--- config.mk ---
export PLATFORM = sky130hd
export DESIGN_NAME = duplicate_message_window_filter
export DESIGN_NICKNAME = d
export VERILOG_FILES = /design/src/rtl/core/dmwf_pkg.sv /design/src/rtl/core/dmwf_table.sv /design/src/rtl/core/dmwf_window.sv /design/src/rtl/core/duplicate_message_window_filter.sv
export SDC_FILE = /design/constraint.sdc
export NUM_CORES = 1
export LEC_CHECK = 0
export BUFFER_PORTS_ARGS = -buffer_cell sky130_fd_sc_hd__buf_2
export CORE_ASPECT_RATIO = 1.25
export CORE_MARGIN = 1.5
export CORE_UTILIZATION = 34
export DETAILED_ROUTE_END_ITERATION = 10
export PLACE_DENSITY = 0.61
export SLEW_MARGIN = 15
export SYNTH_ARGS = -nofsm -noshare
export SYNTH_HDL_FRONTEND = slang
export SYNTH_SLANG_ARGS = --single-unit
--- constraint.sdc ---
create_clock -name clock -period 7.35 [get_ports clock]
set_clock_uncertainty 0.2 [all_clocks]
set_input_delay 1.47 -clock clock [delete_from_list [all_inputs] [get_ports clock]]
set_output_delay 1.47 -clock clock [all_outputs]
set_load 0.01 [all_outputs]
--- src/rtl/core/dmwf_pkg.sv ---
// shared types and constants for the duplicate message window filter
// no dependencies; imported by dmwf_table, dmwf_window and the top level
package dmwf_pkg;

   localparam int DMWF_CACHE_ENTRIES = 8;
   localparam int DMWF_WINDOW_BITS   = 8;
   localparam int DMWF_FUTURE_SPAN   = 8;
   localparam int DMWF_ID_W          = 8;

   // origin as matched in the table, raw 8-bit patterns
   typedef struct packed {
      logic [7:0] x;
      logic [7:0] y;
      logic [7:0] z;
      logic [7:0] rot;
   } origin_type;

   typedef enum logic [2:0] {
      VERDICT_NEW_ORIGIN = 3'd0,
      VERDICT_FRESH      = 3'd1,
      VERDICT_OWN        = 3'd2,
      VERDICT_DUPLICATE  = 3'd3,
      VERDICT_TOO_OLD    = 3'd4
   } verdict_type;

   // outcome of the window unit for a matched entry
   typedef struct packed {
      logic                 write;
      logic                 fresh;
      verdict_type          verdict;
      logic [DMWF_ID_W-1:0] base;
   } win_result_type;

endpackage

--- src/rtl/core/dmwf_table.sv ---
// origin table: origin key, window base and seen bitmap per entry
// one write port, one registered read port with read enable; uses dmwf_pkg
module dmwf_table #(
   parameter int ENTRIES = dmwf_pkg::DMWF_CACHE_ENTRIES,
   parameter int IDX_W   = 3,
   parameter int MASK_W  = dmwf_pkg::DMWF_WINDOW_BITS
) (
   input  logic                          clock,
   input  logic                          rd_en,
   input  logic [IDX_W-1:0]              rd_addr,
   output dmwf_pkg::origin_type          rd_key,
   output logic [dmwf_pkg::DMWF_ID_W-1:0] rd_base,
   output logic [MASK_W-1:0]             rd_mask,
   input  logic                          wr_en,
   input  logic [IDX_W-1:0]              wr_addr,
   input  dmwf_pkg::origin_type          wr_key,
   input  logic [dmwf_pkg::DMWF_ID_W-1:0] wr_base,
   input  logic [MASK_W-1:0]             wr_mask
);
   import dmwf_pkg::*;

   origin_type           key_mem  [ENTRIES];
   logic [DMWF_ID_W-1:0] base_mem [ENTRIES];
   logic [MASK_W-1:0]    mask_mem [ENTRIES];

   origin_type           rd_key_ff;
   logic [DMWF_ID_W-1:0] rd_base_ff;
   logic [MASK_W-1:0]    rd_mask_ff;

   always_ff @(posedge clock) begin
      if (wr_en) begin
         key_mem[wr_addr]  <= wr_key;
         base_mem[wr_addr] <= wr_base;
         mask_mem[wr_addr] <= wr_mask;
      end
   end

   always_ff @(posedge clock) begin
      if (rd_en) begin
         rd_key_ff  <= key_mem[rd_addr];
         rd_base_ff <= base_mem[rd_addr];
         rd_mask_ff <= mask_mem[rd_addr];
      end
   end

   assign rd_key  = rd_key_ff;
   assign rd_base = rd_base_ff;
   assign rd_mask = rd_mask_ff;

endmodule

--- src/rtl/core/dmwf_window.sv ---
// window unit: places an id against an entry's base and seen bitmap
// slides the window for ids in the future span; uses dmwf_pkg
module dmwf_window #(
   parameter int MASK_W = dmwf_pkg::DMWF_WINDOW_BITS
) (
   input  logic [dmwf_pkg::DMWF_ID_W-1:0] msg_id,
   input  logic [dmwf_pkg::DMWF_ID_W-1:0] base,
   input  logic [MASK_W-1:0]              mask,
   output dmwf_pkg::win_result_type       res,
   output logic [MASK_W-1:0]              new_mask
);
   import dmwf_pkg::*;

   localparam logic [DMWF_ID_W:0]   WIN_LO  = (DMWF_ID_W+1)'(MASK_W);
   localparam logic [DMWF_ID_W:0]   WIN_HI  = (DMWF_ID_W+1)'(MASK_W + DMWF_FUTURE_SPAN);
   localparam logic [DMWF_ID_W-1:0] WIN_C   = DMWF_ID_W'(MASK_W);
   localparam logic [DMWF_ID_W-1:0] TOP_POS = DMWF_ID_W'(MASK_W - 1);

   logic [DMWF_ID_W-1:0] id_gap;
   logic [DMWF_ID_W:0]   id_gap_ext;
   logic [DMWF_ID_W-1:0] shift;
   logic [DMWF_ID_W-1:0] pos;
   logic                 future;
   logic                 in_win;
   logic                 seen;
   logic [MASK_W-1:0]    eff_mask;
   logic [MASK_W-1:0]    bit_sel;

   assign id_gap     = msg_id - base;
   assign id_gap_ext = {1'b0, id_gap};
   assign future     = (id_gap_ext >= WIN_LO) && (id_gap_ext < WIN_HI);
   assign in_win     = id_gap_ext < WIN_LO;
   // slide so that the id lands in the top bit
   assign shift      = id_gap - WIN_C + DMWF_ID_W'(1);
   assign eff_mask   = future ? (mask >> shift) : mask;
   assign pos        = future ? TOP_POS : id_gap;
   assign bit_sel    = MASK_W'(1) << pos;
   assign seen       = |(eff_mask & bit_sel);
   assign new_mask   = eff_mask | bit_sel;

   always_comb begin
      res.base = future ? (base + shift) : base;
      if (future || in_win) begin
         res.write   = future || !seen;
         res.fresh   = !seen;
         res.verdict = seen ? VERDICT_DUPLICATE : VERDICT_FRESH;
      end else begin
         res.write   = 1'b0;
         res.fresh   = 1'b0;
         res.verdict = VERDICT_TOO_OLD;
      end
   end

endmodule

--- src/rtl/core/duplicate_message_window_filter.sv ---
// top level of the duplicate message window filter: sequencer, table, window unit
// depends on dmwf_pkg, dmwf_table and dmwf_window
//
//   channel    | handshake         | payload
//   -----------+-------------------+------------------------------------------------
//   request    | start / busy      | req_msg_id, req_origin_x/_y/_z, req_origin_rot
//   response   | rsp_valid strobe  | rsp_fresh, rsp_verdict
//
// a transaction is taken when start is high and busy is low
// own-module packets are answered straight from idle: busy never rises
// otherwise the table is scanned one entry a cycle through the registered read
// port, up to the matching entry or through all entries in use when none
// matches; the window update or entry allocation follows, and the sequencer
// then returns to idle, where the next transaction can be taken
// the result strobe lasts one cycle and cannot be held off by the receiver
// reset clears the fill count, victim pointer and sequencer; table contents stay
module duplicate_message_window_filter #(
   parameter int CACHE_ENTRIES = dmwf_pkg::DMWF_CACHE_ENTRIES,
   parameter int WINDOW_BITS   = dmwf_pkg::DMWF_WINDOW_BITS
) (
   input  logic              clock,
   input  logic              reset,
   input  logic              start,
   output logic              busy,
   input  logic [7:0]        req_msg_id,
   input  logic signed [7:0] req_origin_x,
   input  logic signed [7:0] req_origin_y,
   input  logic signed [7:0] req_origin_z,
   input  logic [7:0]        req_origin_rot,
   output logic              rsp_valid,
   output logic              rsp_fresh,
   output logic [2:0]        rsp_verdict
);
   import dmwf_pkg::*;

   localparam int IDX_W = (CACHE_ENTRIES > 1) ? $clog2(CACHE_ENTRIES) : 1;
   localparam int CNT_W = $clog2(CACHE_ENTRIES + 1);
   localparam logic [CNT_W-1:0] DEPTH_CNT = CNT_W'(CACHE_ENTRIES);
   localparam logic [IDX_W-1:0] LAST_IDX  = IDX_W'(CACHE_ENTRIES - 1);

   typedef enum logic [1:0] {
      ST_IDLE,
      ST_SCAN,
      ST_UPDATE,
      ST_ALLOC
   } state_type;

   state_type            state_ff,   state_in;
   origin_type           origin_ff,  origin_in;
   logic [DMWF_ID_W-1:0] msg_id_ff,  msg_id_in;
   logic [IDX_W-1:0]     scan_idx_ff, scan_idx_in;
   logic [CNT_W-1:0]     used_ff,    used_in;
   logic [IDX_W-1:0]     repl_ff,    repl_in;
   logic                 rsp_valid_ff, rsp_valid_in;
   logic                 rsp_fresh_ff, rsp_fresh_in;
   verdict_type          rsp_verdict_ff, rsp_verdict_in;

   origin_type           req_key;
   logic                 own_module;
   logic                 accept;
   logic [CNT_W-1:0]     scan_next;
   logic                 key_match;
   logic                 last_scan;
   logic                 table_full;

   // table ports
   logic                 rd_en;
   logic [IDX_W-1:0]     rd_addr;
   origin_type           rd_key;
   logic [DMWF_ID_W-1:0] rd_base;
   logic [WINDOW_BITS-1:0] rd_mask;
   logic                 wr_en;
   logic [IDX_W-1:0]     wr_addr;
   logic [DMWF_ID_W-1:0] wr_base;
   logic [WINDOW_BITS-1:0] wr_mask;

   // window unit
   win_result_type       win_res;
   logic [WINDOW_BITS-1:0] win_mask;

   assign req_key.x   = unsigned'(req_origin_x);
   assign req_key.y   = unsigned'(req_origin_y);
   assign req_key.z   = unsigned'(req_origin_z);
   assign req_key.rot = req_origin_rot;

   // rotation plays no part in the own-module test
   assign own_module = (req_origin_x == 8'sd0) && (req_origin_y == 8'sd0) &&
                       (req_origin_z == 8'sd0);
   assign accept     = start && (state_ff == ST_IDLE);

   assign scan_next  = CNT_W'(scan_idx_ff) + CNT_W'(1);
   assign key_match  = (rd_key == origin_ff);
   assign last_scan  = (scan_next == used_ff);
   assign table_full = (used_ff == DEPTH_CNT);

   dmwf_table #(
      .ENTRIES (CACHE_ENTRIES),
      .IDX_W   (IDX_W),
      .MASK_W  (WINDOW_BITS)
   ) u_table (
      .clock   (clock),
      .rd_en   (rd_en),
      .rd_addr (rd_addr),
      .rd_key  (rd_key),
      .rd_base (rd_base),
      .rd_mask (rd_mask),
      .wr_en   (wr_en),
      .wr_addr (wr_addr),
      .wr_key  (origin_ff),
      .wr_base (wr_base),
      .wr_mask (wr_mask)
   );

   dmwf_window #(
      .MASK_W   (WINDOW_BITS)
   ) u_window (
      .msg_id   (msg_id_ff),
      .base     (rd_base),
      .mask     (rd_mask),
      .res      (win_res),
      .new_mask (win_mask)
   );

   // read side: idle keeps entry 0 loaded so the first compare follows acceptance
   always_comb begin
      rd_en   = 1'b0;
      rd_addr = '0;
      case (state_ff)
         ST_IDLE: begin
            rd_en = 1'b1;
         end
         ST_SCAN: begin
            // hold the matching entry for the update cycle
            rd_en = !key_match;
            if (scan_next < DEPTH_CNT) begin
               rd_addr = IDX_W'(scan_next);
            end
         end
         default: begin
            rd_en = 1'b0;
         end
      endcase
   end

   // write side and sequencer
   always_comb begin
      state_in       = state_ff;
      origin_in      = origin_ff;
      msg_id_in      = msg_id_ff;
      scan_idx_in    = scan_idx_ff;
      used_in        = used_ff;
      repl_in        = repl_ff;
      rsp_valid_in   = 1'b0;
      rsp_fresh_in   = rsp_fresh_ff;
      rsp_verdict_in = rsp_verdict_ff;
      wr_en          = 1'b0;
      wr_addr        = scan_idx_ff;
      wr_base        = win_res.base;
      wr_mask        = win_mask;

      case (state_ff)
         ST_IDLE: begin
            if (accept) begin
               if (own_module) begin
                  rsp_valid_in   = 1'b1;
                  rsp_fresh_in   = 1'b0;
                  rsp_verdict_in = VERDICT_OWN;
               end else begin
                  origin_in   = req_key;
                  msg_id_in   = req_msg_id;
                  scan_idx_in = '0;
                  state_in    = (used_ff == '0) ? ST_ALLOC : ST_SCAN;
               end
            end
         end
         ST_SCAN: begin
            if (key_match) begin
               state_in = ST_UPDATE;
            end else if (last_scan) begin
               state_in = ST_ALLOC;
            end else begin
               scan_idx_in = IDX_W'(scan_next);
            end
         end
         ST_UPDATE: begin
            wr_en          = win_res.write;
            rsp_valid_in   = 1'b1;
            rsp_fresh_in   = win_res.fresh;
            rsp_verdict_in = win_res.verdict;
            state_in       = ST_IDLE;
         end
         ST_ALLOC: begin
            // free entry while filling, round-robin victim once full
            wr_en   = 1'b1;
            wr_base = msg_id_ff;
            wr_mask = WINDOW_BITS'(1);
            if (table_full) begin
               wr_addr = repl_ff;
               repl_in = (repl_ff == LAST_IDX) ? '0 : (repl_ff + IDX_W'(1));
            end else begin
               wr_addr = IDX_W'(used_ff);
               used_in = used_ff + CNT_W'(1);
            end
            rsp_valid_in   = 1'b1;
            rsp_fresh_in   = 1'b1;
            rsp_verdict_in = VERDICT_NEW_ORIGIN;
            state_in       = ST_IDLE;
         end
         default: begin
            state_in = ST_IDLE;
         end
      endcase
   end

   always_ff @(posedge clock) begin
      if (reset) begin
         state_ff     <= ST_IDLE;
         used_ff      <= '0;
         repl_ff      <= '0;
         rsp_valid_ff <= 1'b0;
      end else begin
         state_ff     <= state_in;
         used_ff      <= used_in;
         repl_ff      <= repl_in;
         rsp_valid_ff <= rsp_valid_in;
      end
      // transaction payload, no reset needed
      origin_ff      <= origin_in;
      msg_id_ff      <= msg_id_in;
      scan_idx_ff    <= scan_idx_in;
      rsp_fresh_ff   <= rsp_fresh_in;
      rsp_verdict_ff <= rsp_verdict_in;
   end

   assign busy        = (state_ff != ST_IDLE);
   assign rsp_valid   = rsp_valid_ff;
   assign rsp_fresh   = rsp_fresh_ff;
   assign rsp_verdict = rsp_verdict_ff;

endmodule

==> key figures, run 1 <==
Worst setup path
  • Cell with the largest stage delay on the worst path: sky130_fd_sc_hd__nor2_4
  • Setup CP Type: reg2reg
  • Critical-path maximum fanout: 30
  • Library cell appearing most often on the critical path: sky130_fd_sc_hd__inv_1
  • Slowest stage delay, CP: 620 ps
  • Worst path cell trace: inv_1 -> ha_1 -> inv_1 -> fa_1 -> a211oi_2 -> o21bai_1 -> a311oi_4 -> o2111a_1 -> nand3_1 -> a32oi_2 -> a2bb2oi_4 -> a21oi_2 -> nor2_4 -> buf_4
  • Crit path launch type: flip-flop
  • Required time at the endpoint of the critical path: 7350 ps
  • Critical path endpoint category: flip-flop
  • Flop2flop setup slack: 1820 ps
  • Critical Path AT: 5530 ps

Placement
  • HPWL after DPL: 25680 um
  • DP Cell Count: ~1800
  • Number of input and output port buffers inserted: 48
  • Routability cong.: roughly 0.85

Synth
  • EDFF count, synth: 479
  • Ys Warns: 0
  • Post-synthesis instance total: between 1000 and 1500
  • Number of distinct library cells after synthesis: approximately 70
  • Share of flip-flops with an asynchronous set or reset: 0
  • Cell types with the highest counts after synthesis: sky130_fd_sc_hd__edfxtp_1, sky130_fd_sc_hd__mux4_2, sky130_fd_sc_hd__mux2_2
  • Net count after synthesis: about 1100
  • Synth Register Bits: around 490
  • Fraction of post-synthesis cell area in the top cell type by area: 0.7130
  • Syn avg cell area: 19.10 um2
  • Dominant register cell in the synthesized netlist: sky130_fd_sc_hd__edfxtp_1
  • Main area contributors after synthesis: sky130_fd_sc_hd__edfxtp_1, sky130_fd_sc_hd__mux4_2, sky130_fd_sc_hd__mux2_2
  • Share of synthesized area occupied by flip-flops and latches: 0.7229
  • Top-count cell post-synth: sky130_fd_sc_hd__edfxtp_1
  • Post-synth top area cell: sky130_fd_sc_hd__edfxtp_1
  • Syn Std Cell Area: 0.02017 mm2

Timing
  • Max-slew headroom at the worst pin: 0.2628
  • Final setup TNS: 0 ps
  • Maximum operating frequency: 180.9 MHz
  • Final min period: 5528 ps
  • Fin crit share: 0.7522
  • # setup viols final: 0
  • Unrepaired setup endpoints after global routing: false
  • Number of failing hold endpoints at the final stage: 0
  • Transition time of the tightest slew-check pin: 1094 ps
  • Number of slew-limit violations in the final report: 0

Global route
  • Total congestion overflow: 0
  • Antenna violations before repair: 1
  • Total global-route track usage: 0.1412
  • Via count of the first global-routing pass: 10520
  • Global-route wire length before repair: 64800 um
  • Maximum number of pins on one net before global-route repair: 52

Clocking
  • TritonCTS clock tree: built
  • Maximum count of clock buffers along a single path: 3
  • CTS Sinks: 489
  • Count of H-tree levels built during CTS: 2
  • TritonCTS Buffers: between 40 and 50
  • CTS hold repair buffers: 0
  • Clock Pin Slew Worst Setup and Hold Paths: 70 ps
  • Post-cts resize count: 0
  • Root buffer cell: sky130_fd_sc_hd__clkbuf_16
  • Clock network latency to the later pin of the worst-skew pair: a little under 600 ps
  • Post-CTS Setup Inserts: 0

Die
  • Vertical die dimension: 275.3 um
  • Initial core utilization: 0.3451
  • Core area: 0.05847 mm2
  • Total number of placement rows: 99
  • Die width: 220.9 um
  • Count of pins on the block boundary: 49
  • Area enclosed by the die boundary: 0.06082 mm2

Final layout
  • Count of placed standard cells in the final layout, fillers left out: 1926
  • Final-stage net count: 1198
  • Fraction of layout cells with a size suffix above 1: 0.2765
  • Synth-to-Final Area Change: 13.48%
  • Filler Cells Inserted: roughly 5300

Detailed routing
  • Total wire length after detailed routing: between 40000 and 50000 um
  • Number of nets with antenna violations after detailed routing: 0
  • Wire length on met3: 1615 um
  • Per-cell via count in the routed design: 5.142
  • DRC violation count after routing: 0
  • Wire length on met1: 17660 um
  • Mean routed wirelength per cell: 22.08 um
  • Detailed-routed wire length on met2: 22110 um
  • First DRT Iteration DRCs: roughly 840
  • Detailed Routing Iterations Pass 1: 7
  • Max layer used: met4
  • Total number of vias: 9904

Power and ir drop
  • Peak VDD IR: 0.1547 mV
  • Power per standard cell area: 306.7 mW/mm2
  • Pleak: 7.223 nW

Run status
  • Run status: complete, no violations

Flow run
  • Reported max-cap violation count: 0

Min path
  • Min-delay worst type: reg2reg
[report_power, final]
part	internal (mW)	switching, mW	leakage [nW]	total [mW]
clock network	1.32	1.03	0.727	2.35
logic	0.503	0.764	2.03	1.27
registers	3.30	0.104	4.47	3.41
[placed cells by master, fill, tap and decap left out, types with 3 or more instances in the layout]
master                       Yosys  routed
sky130_fd_sc_hd__clkinv_2        0      11
sky130_fd_sc_hd__clkinv_1        0       4
sky130_fd_sc_hd__dfxtp_1        10      10
sky130_fd_sc_hd__buf_4           1      20
sky130_fd_sc_hd__nand3b_1        5       5
sky130_fd_sc_hd__a21oi_1        31      30
sky130_fd_sc_hd__nor3_1          6       6
sky130_fd_sc_hd__clkinvlp_4      0       4
sky130_fd_sc_hd__edfxtp_1      479     479
sky130_fd_sc_hd__nor2_4          0       9
sky130_fd_sc_hd__a21o_1          5       5
sky130_fd_sc_hd__nand2b_1        6       6
sky130_fd_sc_hd__ha_1           21      21
sky130_fd_sc_hd__mux2i_1         8       8
sky130_fd_sc_hd__o21a_1          3       3
sky130_fd_sc_hd__a21oi_2         3       3
sky130_fd_sc_hd__clkbuf_1       23      11
sky130_fd_sc_hd__nand3_1         7       7
sky130_fd_sc_hd__o211ai_1        3       3
sky130_fd_sc_hd__and2_1          5       5
sky130_fd_sc_hd__o21bai_1        3       3
sky130_fd_sc_hd__nor2b_1         6       6
sky130_fd_sc_hd__a31oi_1         7       7
sky130_fd_sc_hd__nor3b_1         5       5
sky130_fd_sc_hd__inv_1          18      17
sky130_fd_sc_hd__mux2_2         52      52
sky130_fd_sc_hd__nand4_1         5       5
sky130_fd_sc_hd__nor4_1         18      18
sky130_fd_sc_hd__xor2_1         41      41
sky130_fd_sc_hd__buf_2           6      48
sky130_fd_sc_hd__nand2_1        39      38
sky130_fd_sc_hd__clkbuf_16       0      50
sky130_fd_sc_hd__mux4_2         99      99
sky130_fd_sc_hd__xnor2_1        10      10
sky130_fd_sc_hd__o21ai_0        21      21
sky130_fd_sc_hd__nor2_1         49      40
[area by class of cell]
cell class,instances,area (um2),area share
Antenna cell,1,2.502,0.0001093
Timing Repair Buffer,68,390.4,0.01705
Multi-Input combinational cell,507,5406,0.2362
Inverter,18,67.56,0.002951
Sequential cell,489,14580,0.6370
Clock inverter,25,202.7,0.008854
Clock buffer,61,1292,0.05646
Tap cell,757,947.2,0.04137
[cell families (layout without fill, tap and decap cells)]
| logic type | after synthesis | in the layout | share of synthesized area |
|---|---|---|---|
| flops | 489 | 489 | 0.7229 |
| fa+ha+maj | 23 | 23 | 0.01501 |
| xor+xnor | 52 | 52 | 0.02326 |
| simple gates | 168 | 168 | 0.04323 |
| other cells | 0 | 1 | 0 |
| buf+inv | 60 | 172 | 0.01321 |
| compound gates | 105 | 105 | 0.03889 |
| mux | 159 | 159 | 0.1435 |
[worst paths after layout]
path	start	endpoint	depth (start not counted)
max	msg_id_ff[0]$_DFFE_PP_	u_table.key_mem[5][13]$_DFFE_PP_	14
min	repl_ff[1]$_SDFFE_PP0P_	repl_ff[1]$_SDFFE_PP0P_	2
max reg2reg	msg_id_ff[0]$_DFFE_PP_	u_table.key_mem[5][13]$_DFFE_PP_	14
min reg2reg	repl_ff[1]$_SDFFE_PP0P_	repl_ff[1]$_SDFFE_PP0P_	2
[stage by stage]
stage / hold WS [ps] / power [mW] / utilization / setup WS, ps / instance area [um2]
global route: 360.8 / 7.311 / 0.3915 / 1401 / 22890
floorplan: 269.6 / 4.372 / - / 1542 / 20170
CTS: 312.9 / 7.096 / 0.3915 / 1809 / 22890
finish: 311.1 / 7.021 / 0.3916 / 1822 / 22890
global placement: 284.1 / 4.715 / 0.3659 / 1903 / 21400
detailed placement: 303.5 / 4.739 / 0.3659 / 1824 / 21400
[critical path: cells and delay by family (launching register included)]
| kind | cells | cell delay (ps) |
|---|---|---|
| compound gates | 7 | 2010 |
| flops | 1 | 430 |
| fa+ha+maj | 2 | 670 |
| buf+inv | 3 | 740 |
| simple gates | 2 | 1060 |
[layer usage]
metal,up-vias,global-route usage
met5,-,0
met4,0,0.05209
met3,61,0.02310
met2,211,0.2540
met1,5200,0.1715
li1,4432,-
[flip-flops by register name, summed over array words and instances (netlist names)]
signal,count
u_table.key_mem,256
rsp_fresh,1
u_table.rd_key,32
rsp_valid,1
state_ff,2
u_table.mask_mem,64
u_table.base_mem,64
rsp_verdict,3
u_table.rd_mask,8
u_table.rd_base,8
origin_ff,32
repl_ff,3
scan_idx_ff,3
msg_id_ff,8
used_ff,4
Power figures use the tool's default switching activity.
==> inputs of run 2 (changes only) <==
- clock period: 7.35 -> 5.8 ns (I/O delays scaled with it)
==> run 2 against run 1 <==
The run now ends with DRC left. Sequential power up 26%. Sequential share of layout area down 0.44 points. Register-to-register slack worse by 1200 ps. Global-route usage down 0.15 points. Cell count up 0.52%. Non-clock buffer count up 3. Via count up 0.46%. Critical endpoint is now u_table.key_mem[3][7]$_DFFE_PP_. Largest power group unchanged. Highest routed layer unchanged.
==> key figures, run 2 (synthesis gave the netlist of run 1 again) <==
Clocking
  • CTS hold repair buffers: 0
  • TritonCTS Buffers: 50
  • Root buffer cell: sky130_fd_sc_hd__clkbuf_16
  • Count of H-tree levels built during CTS: 2
  • Clock network latency to the later pin of the worst-skew pair: between 500 and 600 ps
  • Post-cts resize count: 0
  • CTS Sinks: 489
  • Post-CTS Setup Inserts: 0
  • TritonCTS clock tree: built
  • Clock Pin Slew Worst Setup and Hold Paths: roughly 60 ps
  • Maximum count of clock buffers along a single path: 3

Worst setup path
  • Crit path launch type: flip-flop
  • Flop2flop setup slack: 640 ps
  • Setup CP Type: reg2reg
  • Critical Path AT: 5210 ps
  • Required time at the endpoint of the critical path: 5850 ps
  • Critical path endpoint category: flip-flop
  • Critical-path maximum fanout: 22

Timing
  • Transition time of the tightest slew-check pin: 1045 ps
  • # setup viols final: 0
  • Maximum operating frequency: roughly 190 MHz
  • Setup slack of the critical path after layout: approximately 640 ps
  • Number of slew-limit violations in the final report: 0
  • Fin crit share: 0.8890
  • Final min period: 5156 ps
  • Unrepaired setup endpoints after global routing: false
  • Number of failing hold endpoints at the final stage: 0
  • Max-slew headroom at the worst pin: 0.3034

Global route
  • Total global-route track usage: 0.1397
  • Global-route wire length before repair: 65030 um
  • Total congestion overflow: 0
  • Maximum number of pins on one net before global-route repair: 96
  • Via count of the first global-routing pass: 10650
  • Antenna violations before repair: 0

Detailed routing
  • Number of nets with antenna violations after detailed routing: 0
  • DRC violation count after routing: 4
  • Per-cell via count in the routed design: 5.139
  • Total wire length after detailed routing: approximately 42000 um
  • Total number of vias: 9950
  • First DRT Iteration DRCs: 910
  • Mean routed wirelength per cell: about 22 um
  • Detailed Routing Iterations Pass 1: 10

Die
  • Area enclosed by the die boundary: approximately 0.06 mm2
  • Initial core utilization: 0.3451
  • Vertical die dimension: 275.3 um
  • Die width: 220.9 um
  • Count of pins on the block boundary: 49
  • Total number of placement rows: 99
  • Core area: 0.05847 mm2

Final layout
  • Registers with the highest flip-flop counts: u_table.key_mem: 256 flops, u_table.base_mem: 64 flops, u_table.mask_mem: 64 flops
  • Area taken by flip-flops and latches: 0.01458 mm2
  • Post-layout utilization of the core: 0.3943
  • Count of placed standard cells in the final layout, fillers left out: just under 2000
  • Final-stage net count: 1203
  • Commonest cells after routing, fill and taps aside: sky130_fd_sc_hd__edfxtp_1, sky130_fd_sc_hd__mux4_2, sky130_fd_sc_hd__clkbuf_16
  • Synth-to-Final Area Change: 14.26%
  • Multi-input gate area in the final layout: 0.005406 mm2
  • Fraction of layout cells with a size suffix above 1: 0.2748
  • Filler Cells Inserted: 5225
  • Finished layout cell area: 0.02305 mm2
  • Number of flip-flops in the largest register: 256
  • Most flop-heavy register: u_table.key_mem
  • Most common library cell in the layout ignoring fill and taps: sky130_fd_sc_hd__edfxtp_1
  • Antenna diodes: 0

Power and ir drop
  • Peak VDD IR: between 0.2 and 0.25 mV
  • Power per standard cell area: 393.3 mW/mm2
  • Overall power after layout: 9.066 mW
  • Pleak: between 7 and 8 nW

Run status
  • Run status: finished, violations left
  • Violated checks: DRC

Placement
  • DP Cell Count: 1842
  • Number of input and output port buffers inserted: 48
  • Setup slack at placement: 675.3 ps
  • Placed Area: 0.02144 mm2
  • HPWL after DPL: between 20000 and 25000 um
  • Routability cong.: ~0.84

Min path
  • Min-delay worst type: reg2reg

Flow run
  • Reported max-cap violation count: 0
-- run 2: path summary, 6_finish.rpt --
path / start / end / cells after the start
setup / recovery: msg_id_ff[0]$_DFFE_PP_ / u_table.key_mem[3][7]$_DFFE_PP_ / 14
hold / removal: repl_ff[1]$_SDFFE_PP0P_ / repl_ff[1]$_SDFFE_PP0P_ / 2
setup reg to reg: msg_id_ff[0]$_DFFE_PP_ / u_table.key_mem[3][7]$_DFFE_PP_ / 14
hold reg to reg: repl_ff[1]$_SDFFE_PP0P_ / repl_ff[1]$_SDFFE_PP0P_ / 2
-- run 2: critical path, cell delays in order, from the launching register on --
cell and delay (ps):
sky130_fd_sc_hd__edfxtp_1 430, sky130_fd_sc_hd__inv_1 110, sky130_fd_sc_hd__ha_1 150, sky130_fd_sc_hd__inv_1 50, sky130_fd_sc_hd__fa_1 520, sky130_fd_sc_hd__a211oi_2 260, sky130_fd_sc_hd__o21bai_1 150, sky130_fd_sc_hd__a311oi_4 430
sky130_fd_sc_hd__o2111ai_4 300, sky130_fd_sc_hd__o311a_4 430, sky130_fd_sc_hd__o31ai_4 280, sky130_fd_sc_hd__and4_1 250, sky130_fd_sc_hd__a21oi_2 150, sky130_fd_sc_hd__nor2_4 700, sky130_fd_sc_hd__buf_4 390
-- run 2: layout make-up --
type                            instances  share of cell area
Clock buffer                           65             0.05949
Clock inverter                         29             0.01026
Inverter                               18            0.002931
Multi-Input combinational cell        507              0.2345
Sequential cell                       489              0.6327
Tap cell                              757             0.04109
Timing Repair Buffer                   71             0.01900
-- run 2: power breakdown --
part	switching [mW]	total, mW	internal, mW	leakage (nW)
logic	0.951	1.61	0.655	2.05
registers	0.130	4.31	4.18	4.47
clock network	1.31	3.15	1.84	0.780
total	2.39	9.07	6.68	7.29
-- run 2: per-layer routing --
layer	routed length (um)	vias up	part of all wire	global-route usage
met5	0	-	0	0
met4	856	0	0.021	0.04047
met3	1353	65	0.032	0.01905
met2	21630	179	0.52	0.2532
met1	17840	5263	0.43	0.1750
li1	-	4443	-	-
-- run 2: per-stage QoR --
stage	hold WS, ps	setup TNS [ps]
6_report	301.6	0
3_5_place_dp	292.4	0
4_1_cts	301.2	0
2_1_floorplan	269.6	-2199
5_1_grt	379.4	0
3_3_place_gp	283.2	0
==> inputs of run 3 (changes only) <==
- PLACE_DENSITY: 0.61 -> unset
==> run 3 against run 2 <==
The flow still finishes with violations (DRC). Core utilization fell by 0.088 points. Total power fell by 2.1%. First-iteration DRC count fell by 10%. Via count fell by 1.7%. Cell count fell by 0.46%. Global-route usage barely moved. Critical path type unchanged.
==> key figures, run 3 (synthesis gave the netlist of run 1 again) <==
Die
  • Count of pins on the block boundary: 49
  • Initial core utilization: 0.3451
  • Die width: 220.9 um
  • Total number of placement rows: around 100
  • Area enclosed by the die boundary: about 0.06 mm2
  • Vertical die dimension: 275.3 um
  • Core area: around 0.058 mm2

Global route
  • Antenna violations before repair: 0
  • Maximum number of pins on one net before global-route repair: slightly below 100
  • Global-route wire length before repair: 64150 um
  • Via count of the first global-routing pass: 10360
  • Total global-route track usage: 0.1401
  • Total congestion overflow: 0

Final layout
  • Commonest cells after routing, fill and taps aside: sky130_fd_sc_hd__edfxtp_1, sky130_fd_sc_hd__mux4_2, sky130_fd_sc_hd__mux2_2
  • Synth-to-Final Area Change: 14.00%
  • Most flop-heavy register: u_table.key_mem
  • Final-stage net count: 1200
  • Most common library cell in the layout ignoring fill and taps: sky130_fd_sc_hd__edfxtp_1
  • Fraction of layout cells with a size suffix above 1: 0.2720
  • Registers with the highest flip-flop counts: u_table.key_mem: 256 flops, u_table.base_mem: 64 flops, u_table.mask_mem: 64 flops
  • Finished layout cell area: 0.02300 mm2
  • Number of flip-flops in the largest register: 256

Placement
  • Placed Area: 0.02152 mm2
  • HPWL after DPL: around 26000 um
  • Number of input and output port buffers inserted: 48
  • Routability cong.: 0.8335

Worst setup path
  • Critical Path AT: 5110 ps
  • Required time at the endpoint of the critical path: between 5000 and 6000 ps
  • Setup CP Type: reg2reg
  • Critical path endpoint category: flip-flop
  • Crit path launch type: flip-flop
  • Critical-path maximum fanout: 26

Timing
  • Max-slew headroom at the worst pin: 0.3339
  • Transition time of the tightest slew-check pin: just under 1000 ps
  • Fin crit share: 0.8690
  • Final setup TNS: 0 ps
  • Unrepaired setup endpoints after global routing: false
  • Maximum operating frequency: 198.4 MHz
  • # setup viols final: 0
  • Number of failing hold endpoints at the final stage: 0
  • Final min period: 5040 ps
  • Number of slew-limit violations in the final report: 0

Clocking
  • Maximum count of clock buffers along a single path: 3
  • TritonCTS Buffers: 47
  • CTS hold repair buffers: 0
  • Root buffer cell: sky130_fd_sc_hd__clkbuf_16
  • Clock Pin Slew Worst Setup and Hold Paths: 60 ps
  • Count of H-tree levels built during CTS: 2
  • Post-cts resize count: 0
  • TritonCTS clock tree: built
  • Clock network latency to the later pin of the worst-skew pair: 580 ps
  • Post-CTS Setup Inserts: 0
  • CTS Sinks: ~500

Power and ir drop
  • Peak VDD IR: around 0.2 mV
  • Overall power after layout: 8.876 mW
  • Pleak: 7.255 nW
  • Power per standard cell area: 385.9 mW/mm2

Run status
  • Run status: finished, violations left
  • Violated checks: DRC

Detailed routing
  • Total number of vias: 9778
  • Total wire length after detailed routing: 42140 um
  • Per-cell via count in the routed design: 5.074
  • Wire length on met3: 1745 um
  • Detailed-routed wire length on met2: roughly 22000 um
  • DRC violation count after routing: 4
  • Detailed Routing Iterations Pass 1: 10
  • Mean routed wirelength per cell: ~22 um
  • Wire length on met1: 17470 um
  • Max layer used: met4
  • Number of nets with antenna violations after detailed routing: 0
  • First DRT Iteration DRCs: a little over 800

Flow run
  • Reported max-cap violation count: 0

Min path
  • Min-delay worst type: reg2reg
==> run 3: cell count changes in the layout (fill, tap and decap cells not counted), moves of 2 or more <==
cell and change:
sky130_fd_sc_hd__clkbuf_16 -4, sky130_fd_sc_hd__inv_6 +2, sky130_fd_sc_hd__buf_12 +6, sky130_fd_sc_hd__clkbuf_1 -2, sky130_fd_sc_hd__buf_4 -6, sky130_fd_sc_hd__clkinv_1 -2
sky130_fd_sc_hd__clkinvlp_4 -2, sky130_fd_sc_hd__clkinv_2 -3
==> run 3: path summary, 6_finish.rpt <==
| kind | start | endpoint | slack, ps | cells after the start |
|---|---|---|---|---|
| worst max-delay path | msg_id_ff[0]$_DFFE_PP_ | u_table.key_mem[3][4]$_DFFE_PP_ | 760 | 14 |
| worst max register to register | msg_id_ff[0]$_DFFE_PP_ | u_table.key_mem[3][4]$_DFFE_PP_ | 760 | 14 |
| worst min register to register | repl_ff[2]$_SDFFE_PP0P_ | repl_ff[2]$_SDFFE_PP0P_ | 300 | 2 |
| worst min-delay path | repl_ff[2]$_SDFFE_PP0P_ | repl_ff[2]$_SDFFE_PP0P_ | 300 | 2 |
==> run 3: final cells by class <==
cell class / instances / area, um2
Multi-Input combinational cell: 507 / 5406
Timing Repair Buffer: 71 / 513.0
Antenna cell: 1 / 2.502
Clock inverter: 25 / 215.2
Inverter: 18 / 67.56
Tap cell: 757 / 947.2
Sequential cell: 489 / 14580
Fill cell: 5233 / 35470
Clock buffer: 59 / 1264
==> run 3: power breakdown <==
group	total [mW]	internal, mW	leakage, nW	switching, mW
clock network	2.96	1.68	0.722	1.28
registers	4.31	4.18	4.47	0.131
logic	1.60	0.646	2.07	0.957
total	8.88	6.51	7.25	2.37
==> run 3: metrics by stage <==
step	setup slack, ps	cells	hold WS, ps	utilization
5_1_grt	459.7	1926	343.1	0.3933
2_1_floorplan	-8.136	1056	269.6	-
3_5_place_dp	785.8	1842	296.5	0.3680
4_1_cts	748.5	1926	306.9	0.3933
6_report	759.5	1927	304.1	0.3934
3_3_place_gp	834.4	1842	285.5	0.3680
==> run 3: worst max-delay path, cell delays in order, from the launching register on <==
cell and delay (ps):
sky130_fd_sc_hd__edfxtp_1 430, sky130_fd_sc_hd__inv_1 110, sky130_fd_sc_hd__ha_1 160, sky130_fd_sc_hd__inv_1 50, sky130_fd_sc_hd__fa_1 520, sky130_fd_sc_hd__a211oi_2 270, sky130_fd_sc_hd__o21bai_1 140, sky130_fd_sc_hd__a311oi_4 410
sky130_fd_sc_hd__o2111a_1 390, sky130_fd_sc_hd__nand3_1 440, sky130_fd_sc_hd__a32oi_2 450, sky130_fd_sc_hd__a2bb2oi_4 230, sky130_fd_sc_hd__a21oi_2 170, sky130_fd_sc_hd__nor2_4 460, sky130_fd_sc_hd__buf_12 280
==> run 3: metal layers <==
layer / track usage / up-vias
met2: 0.2535 / 214
met1: 0.1690 / 5077
li1: - / 4436
met4: 0.04537 / 0
met5: 0 / -
met3: 0.02661 / 51
